<file path="src/hdl/tilt_complementary_filter_defines.svh">
// assertion macros shared by the tilt filter modules
`ifndef TILT_COMPLEMENTARY_FILTER_DEFINES_SVH
`define TILT_COMPLEMENTARY_FILTER_DEFINES_SVH

// property must hold whenever reset is released
`define TCF_ASSERT(label, prop, msg) \
    label: assert property (@(posedge aclk) disable iff (!aresetn) (prop)) else $error(msg);

// implication checked in the next cycle
`define TCF_ASSERT_NEXT(label, cond, prop, msg) \
    label: assert property (@(posedge aclk) disable iff (!aresetn) (cond) |=> (prop)) \
        else $error(msg);

`endif

</file>
<file path="src/hdl/tcf_pkg.sv">
// shared types and constants for the tilt filter
package tcf_pkg;

    localparam int FRAC_BITS_DEF = 16;
    localparam int ANG_W = 21;
    localparam int RAW_W = 16;
    localparam int US_W = 20;
    localparam int BLEND_W = 17;
    localparam int IN_W = 5 * RAW_W + US_W;
    localparam int IN_BYTES_W = ((IN_W + 7) / 8) * 8;
    localparam int OUT_W = 2 * ANG_W;
    localparam int OUT_BYTES_W = ((OUT_W + 7) / 8) * 8;
    localparam int CFG_IDX_W = 2;
    localparam int CFG_DATA_W = 17;

    localparam logic [15:0] ATAN_B_Q16 = 16'd39074;
    localparam logic [30:0] HALF_PI_Q30 = 31'd1686629713;
    localparam logic [24:0] GYRO_Q56 = 25'd19190098;
    localparam logic [16:0] BLEND_ONE = 17'd65536;
    localparam logic [16:0] BLEND_RST = 17'd62259;

    typedef enum logic [1:0] {
        REG_BIAS_X = 2'd0,
        REG_BIAS_Y = 2'd1,
        REG_BLEND = 2'd2
    } reg_idx_t;

    // one queued sample
    typedef struct packed {
        logic signed [RAW_W-1:0] acc_x;
        logic signed [RAW_W-1:0] acc_y;
        logic signed [RAW_W-1:0] acc_z;
        logic signed [RAW_W:0]   corr_x;  // rate minus bias
        logic signed [RAW_W:0]   corr_y;
        logic [US_W-1:0]         elapsed_us;
    } sample_t;

    typedef enum logic [3:0] {
        ST_IDLE,
        ST_SQ,        // squares of the other axes
        ST_SQRT,      // bit-serial root
        ST_PROD,      // xq * yq
        ST_PB,        // p = round(b * xq*yq)
        ST_DIV,       // restoring divide
        ST_ANG,       // q * pi/2
        ST_GYRO1,     // r * us
        ST_GYRO2,     // * gyro factor
        ST_BLEND1,    // w * (tilt + delta)
        ST_BLEND2,    // (1-w) * acc, sum, round, saturate
        ST_OUT
    } back_state_t;

endpackage

</file>
<file path="src/hdl/tcf_front.sv">
// front part: accepts samples and config writes, applies bias, writes the queue
module tcf_front (
    input  logic                            aclk,
    input  logic                            aresetn,
    input  logic                            s_tvalid,
    output logic                            s_tready,
    input  logic [tcf_pkg::IN_BYTES_W-1:0]  s_tdata,
    input  logic                            cfg_valid,
    output logic                            cfg_ready,
    input  logic [tcf_pkg::CFG_IDX_W-1:0]   cfg_index,
    input  logic [tcf_pkg::CFG_DATA_W-1:0]  cfg_data,
    output logic [tcf_pkg::BLEND_W-1:0]     blend_w,
    output logic                            q_valid,
    input  logic                            q_ready,
    output tcf_pkg::sample_t                q_data
);
    import tcf_pkg::*;

    logic signed [RAW_W-1:0] bias_x_reg, bias_x_next;
    logic signed [RAW_W-1:0] bias_y_reg, bias_y_next;
    logic [BLEND_W-1:0]      blend_reg, blend_next;
    sample_t                 slot_reg [2];
    logic [1:0]              cnt_reg, cnt_next;
    logic                    wr_ptr_reg, rd_ptr_reg;
    logic                    push, pop;
    sample_t                 incoming;

    assign cfg_ready = 1'b1;
    assign s_tready = (cnt_reg != 2'd2);
    assign push = s_tvalid && s_tready;
    assign pop = q_valid && q_ready;
    assign q_valid = (cnt_reg != 2'd0);
    assign q_data = slot_reg[rd_ptr_reg];
    // saturate blend to one
    assign blend_w = (blend_reg > BLEND_ONE) ? BLEND_ONE : blend_reg;

    always_comb begin
        incoming.acc_x = s_tdata[15:0];
        incoming.acc_y = s_tdata[31:16];
        incoming.acc_z = s_tdata[47:32];
        incoming.corr_x = {s_tdata[63], s_tdata[63:48]} - {bias_x_reg[15], bias_x_reg};
        incoming.corr_y = {s_tdata[79], s_tdata[79:64]} - {bias_y_reg[15], bias_y_reg};
        incoming.elapsed_us = s_tdata[99:80];
    end

    always_comb begin
        bias_x_next = bias_x_reg;
        bias_y_next = bias_y_reg;
        blend_next = blend_reg;
        if (cfg_valid) begin
            case (reg_idx_t'(cfg_index))
                REG_BIAS_X: bias_x_next = cfg_data[15:0];
                REG_BIAS_Y: bias_y_next = cfg_data[15:0];
                REG_BLEND:  blend_next = cfg_data;
                default:    ;
            endcase
        end
        cnt_next = cnt_reg + {1'b0, push} - {1'b0, pop};
    end

    always_ff @(posedge aclk) begin
        if (!aresetn) begin
            bias_x_reg <= '0;
            bias_y_reg <= '0;
            blend_reg <= BLEND_RST;
            cnt_reg <= '0;
            wr_ptr_reg <= 1'b0;
            rd_ptr_reg <= 1'b0;
        end else begin
            bias_x_reg <= bias_x_next;
            bias_y_reg <= bias_y_next;
            blend_reg <= blend_next;
            cnt_reg <= cnt_next;
            if (push) wr_ptr_reg <= ~wr_ptr_reg;
            if (pop) rd_ptr_reg <= ~rd_ptr_reg;
        end
    end

    always_ff @(posedge aclk) begin
        if (push) slot_reg[wr_ptr_reg] <= incoming;
    end

`include "tilt_complementary_filter_defines.svh"
    `TCF_ASSERT(a_cnt_range, cnt_reg != 2'd3, "queue count out of range")
    `TCF_ASSERT_NEXT(a_full_stalls, cnt_reg == 2'd2 && !pop, !s_tready, "full queue must stall")
    `TCF_ASSERT_NEXT(a_push_only, push && !pop, cnt_reg == $past(cnt_reg) + 2'd1, "count slip")

endmodule

</file>
<file path="config.mk">
export PLATFORM = sky130hd
export DESIGN_NAME = tcf_front
export DESIGN_NICKNAME = d
export VERILOG_FILES = /design/src/hdl/tcf_pkg.sv /design/src/hdl/tcf_front.sv
export VERILOG_INCLUDE_DIRS = /design/src /design/src/hdl
export SDC_FILE = /design/constraint.sdc
export NUM_CORES = 1
export LEC_CHECK = 0
export BUFFER_PORTS_ARGS = -buffer_cell sky130_fd_sc_hd__buf_2
export CAP_MARGIN = 20
export CORE_ASPECT_RATIO = 1.75
export CORE_MARGIN = 2
export CORE_UTILIZATION = 58
export CTS_CLUSTER_DIAMETER = 60
export CTS_CLUSTER_SIZE = 10
export DETAILED_ROUTE_END_ITERATION = 10
export PLACE_DENSITY = 0.87
export SETUP_SLACK_MARGIN = 0.3
export SLEW_MARGIN = 20
export SYNTH_ARGS = -nofsm -noshare
export SYNTH_HDL_FRONTEND = slang
export SYNTH_SLANG_ARGS = --single-unit
</file>
<file path="constraint.sdc">
create_clock -name aclk -period 12.6 [get_ports aclk]
set_input_delay 0.63 -clock aclk [delete_from_list [all_inputs] [get_ports aclk]]
set_output_delay 0.63 -clock aclk [all_outputs]
set_load 0.02 [all_outputs]
</file>
## Word-level counts from Yosys, hierarchy flattened

Memories as Yosys holds them, arrays and structs flattened. A register that Yosys moved wholly into a read port is not among the register bits.
Index checks and enable logic that the tools add are counted.

| cells by class | value |
|---|---|
| add/subtract/negate cells | 4 |
| magnitude comparators | 1 |
| equal/unequal tests | 3 |
| muxes and demuxes | 5 |
| bitwise logic cells | 2 |
| reductions and logical operators | 7 |

Operator list:

| cell | number |
|---|---|
| $sub 16x16->17 | 2 |
| $gt 17x17->1 const B | 1 |
| $mux 17 | 1 |
| $reduce_and 2->1 | 3 |
| $mux 1 | 4 |
| $add 2x1->2 | 1 |
| $eq 2x1->1 const B | 1 |
| $eq 2x2->1 const B | 1 |
| $logic_and 1x1->1 | 2 |
| $logic_not 2->1 | 1 |
| $ne 2x2->1 const B | 1 |
| $not 1->1 | 2 |
| $reduce_bool 2->1 | 1 |
| $sub 2x1->2 | 1 |

| word-level totals | value |
|---|---|
| register bits after elaboration | 53 |
| RAM bits | 204 |
| output and inout port bits | 122 |
| logic and storage cells | 29 |
| memories | 1 |

Memory list:

| memory | depth | width | read ports | clocked after memory_dff | write ports | line | source |
|---|---|---|---|---|---|---|---|
| slot_reg | 2 | 102 | 1 | 1 | 1 | tcf_front.sv:22 | `sample_t slot_reg [2];` |

## Depth between registers and ports, before layout

| logic depth | value |
|---|---|
| depth after elaboration | 4 |
| mapped depth | 9 |
| depth with buffers taken out | 9 |

## Worst setup path after synthesis

No wires, ideal clock.

| timing | value |
|---|---|
| kind | input port to flip-flop |
| start point | input port s_tvalid |
| end point | memory slot_reg[0][0] (netlist bit) (enable) |
| arrival | 4.985 ns |
| data required time | 12.035 ns |
| slack | 7.050 ns |
| cell stages on the path | 2 |
| cells stage by stage | nand2_1 > nor2_1 |

| between the ends | value |
|---|---|
| word-level cells in the longest chain between the ends | 3 |

RTL lines:

| item | line | source |
|---|---|---|
| start, declared | tcf_front.sv:5 | `input logic s_tvalid,` |
| $logic_and 1x1->1 | tcf_front.sv:30 | `assign push = s_tvalid && s_tready;` |
| $mux 1 | tcf_front.sv:80 | `if (push) slot_reg[wr_ptr_reg] <= incoming;` |
| $mux 1 (implied by the code) | tcf_front.sv:80 |  |
| end, declared | tcf_front.sv:22 |  |

No other way between the ends.

==> metrics.md <==
| Metric | Value |
|---|---|
| H-tree Lvls | 1 |
| Final WL | 24100 um |
| Crit path required time | 11970 ps |
| Slew of the pin with the lowest slew margin | 912.0 ps |
| Area of the core | 18950 um^2 |
| Ys flop type | edfxtp_1 |
| Syn Inst Count | 818 |
| Hpwl dp | 17250 um |
| Syn avg cell area | 13.56 um^2 |
| Slew HR | 0.3893 |
| Cts repair resizes | 0 |
| Yosys reg bits | 258 |
| Share of layout cells above drive strength 1 | 0.3588 |
| Finish-stage setup viols | 0 |
| Setup TNS Final | 0 ps |
| Register area share after synthesis | 0.6496 |
| Fin crit share | 0.2570 |
| Routed Antenna Nets | 0 |
| Initial Util | 0.5856 |
| Delay of the slowest critical-path stage | 710 ps |
| Vias/cell | 5.431 |
| Initial antenna violation count | 1 |
| Leak pwr | 5.111 nW |
| Cell variety after synth | 53 |
| Hold Crit Start | s_tdata[83] |
| Hold WC Path Type | input port to register |
| Vias in the first global route | 7382 |
| Post-layout min period | 3239 ps |
| Worst setup SP type | register |
| Max FFs per register | 204 |
| Synth Warn # | 0 |
| Synth top area cells | edfxtp_1 (55%), mux2_2 (10%), dfxtp_1 (9.7%) |
| Final Worst Setup Slack | 9361 ps |
| Worst skew pair latency | 520 ps |
| GRT Total Usage | 0.2329 |
| Dpl cells | 1277 |
| CTS root buf | clkbuf_16 |
| Clock power frac | 0.302 |
| Layout Skew | 9.138 ps |
| Boundary pin count | 250 |
| Chip width | 108.6 um |
| Crit-path leading delay family | buffers and inverters |
| First-pass GRT wire length | 36760 um |
| Worst path slowest cell | dfxtp_4 |
| CP bufs+invs | 2 |
| DIE AREA | 20290 um^2 |
| Power per cell area | 180.5 nW/um^2 |
| Layout Cells excl Fill | 1329 |
| Switching power | 0.0007029 W |
| Pint | 0.001710 W |
| Synthesis-to-finish area growth | 20.48% |
| Crit Path Max Fanout | 58 |
| Metal-1 WL | 8116 um |
| Initial DRC count | 272 |
| RSZ-0062 raised after global routing | false |
| Fmax | 308.8 MHz |
| Reg power frac | 0.448 |
| Worst-path clk slew | 60 ps |
| Sw frac | 0.2913 |
| Syn_nets | 982 |
| DRC Markers | 0 |
| CTS tree | yes |
| Worst VDD drop | 0.1437 mV |
| Setup Fix Bufs, Post-CTS | 0 |
| CP Capture Type | output pin |
| Max-cap viol count | 0 |
| FP Rows | 67 |
| Fin nets | 1231 |
| Post-synth EDFFs | 204 |
| Overall Power | 0.002413 W |
| Largest net degree at the start of global routing | 65 |
| Top cells by count, synth | edfxtp_1 (204), nand2_1 (115), mux2_2 (102) |
| DR WL/cell | 18.14 um |
| Deepest clock path buffer count | 3 |
| Dpl ws | 9674 ps |
| Drt first pass iters | 4 |
| Top-count cell post-synth | edfxtp_1 |
| Combinational Power Share | 0.249 |
| Crit path DAT | 2610 ps |
| Fraction of registers with async set/reset | 0 |
| Setup CP Type | register to output pin |
| Post-CTS Hold Buffers | 0 |
| R2r startpoint | bias_y_reg[0] |
| Met3 wire length | 1499 um |
| Netlist Area Pre-Place | 11090 um^2 |
| CTS Sinks | 258 |
| Final Core Density | 0.7055 |
| Routability congestion estimate | 0.8833 |
| Worst path cell trace | buf_4 > mux2_2 > buf_2 |
| Final slew viol count | 0 |
| Status | finished clean |
| Met2 wire length | 13050 um |
| Area leader, netlist | edfxtp_1 |
| Remaining global-route overflow | 0 |
| Final Hold Viols | 0 |
| TritonCTS buffer count | 29 |
| Synth top area share | 0.5522 |
| Top sig layer | met4 |
| Die height | 187.0 um |
| Port Buffer Count | 244 |
| Vias | 7218 |
## worst paths after layout
kind / to / slack (ps) / cells past startpoint
min reg2reg: bias_y_reg[11] / 460 / 2
max reg2reg: slot_reg[0][36] / 10130 / 8
min: slot_reg[0][3] / 300 / 1
max: q_data[3] / 9360 / 3
## worst reg2reg max path: cells and delay by family (launching register included)
kind | cells | cell delay, ps
fa+ha+maj | 2 | 650
flops | 1 | 310
compound gates | 4 | 1000
simple gates | 2 | 260
## routing by layer
| layer | global-route usage | vias up |
|---|---|---|
| met5 | 0 | - |
| met4 | 0.1331 | 0 |
| met3 | 0.03728 | 83 |
| met2 | 0.4296 | 274 |
| met1 | 0.2417 | 3415 |
| li1 | - | 3446 |
## metrics by stage
step	instance area (um^2)	hold slack, ps
after floorplan	11090	438.8
after global placement	12550	447.2
after detailed placement	12550	459.5
after CTS	13360	274.8
after global routing	13370	279.0
final	13370	299.3
## cell type report
| type | instances | area (um^2) |
|---|---|---|
| tap | 241 | 301.5 |
| sequential | 258 | 7211 |
| timing repair buffer | 248 | 1251 |
| antenna | 1 | 2.502 |
| inverter | 48 | 180.2 |
| multi-input combinational | 482 | 3602 |
| clock buffer | 51 | 818.3 |
| fill | 1333 | 5579 |
## kinds of logic after synthesis
family	share of synthesized area
xor gates and xnor gates	0.02132
and+or+nand+nor	0.08470
AOI/OAI and AO/OA	0.07173
muxes	0.1035
adders and majority gates	0.04195
buffers and inverters	0.02684
DFF	0.6496
other	0.0003380
## power groups by stage
stage | clock, W | combinational [W] | sequential (W)
2_1_floorplan | 0 | 0.000427 | 0.00108
3_3_place_gp | 0 | 0.000587 | 0.00109
3_5_place_dp | 0 | 0.000601 | 0.00110
4_1_cts | 0.000742 | 0.000606 | 0.00108
5_1_grt | 0.000779 | 0.000645 | 0.00109
6_report | 0.000730 | 0.000601 | 0.00108
## cell usage in the layout, fill, tap and decap left out, types with 2 or more instances in the layout
cell and instances:
fa_1 2, buf_4 4, dfxtp_1 53, mux2_2 102, a41o_1 2, or2_2 2, and2_1 5, xor2_1 6
nand3_1 14, nor3_1 2, o21ai_1 5, nor4_1 4, o22ai_1 3, inv_1 48, o21ai_0 10, a211oi_1 2
xnor2_1 21, edfxtp_1 204, nor2b_1 27, clkbuf_16 29, a211o_1 2, nand4_1 4, and3b_1 2, o21a_1 6
and3_1 2, a21boi_0 38, nor2_1 13, a21oi_1 19, clkbuf_1 21, nand2b_1 4, a21o_1 5, nand2_1 115
a31oi_1 6, buf_2 244, ha_1 34, a21boi_1 4, nand3b_1 2
Note: power is estimated with default switching activity, not from simulation.
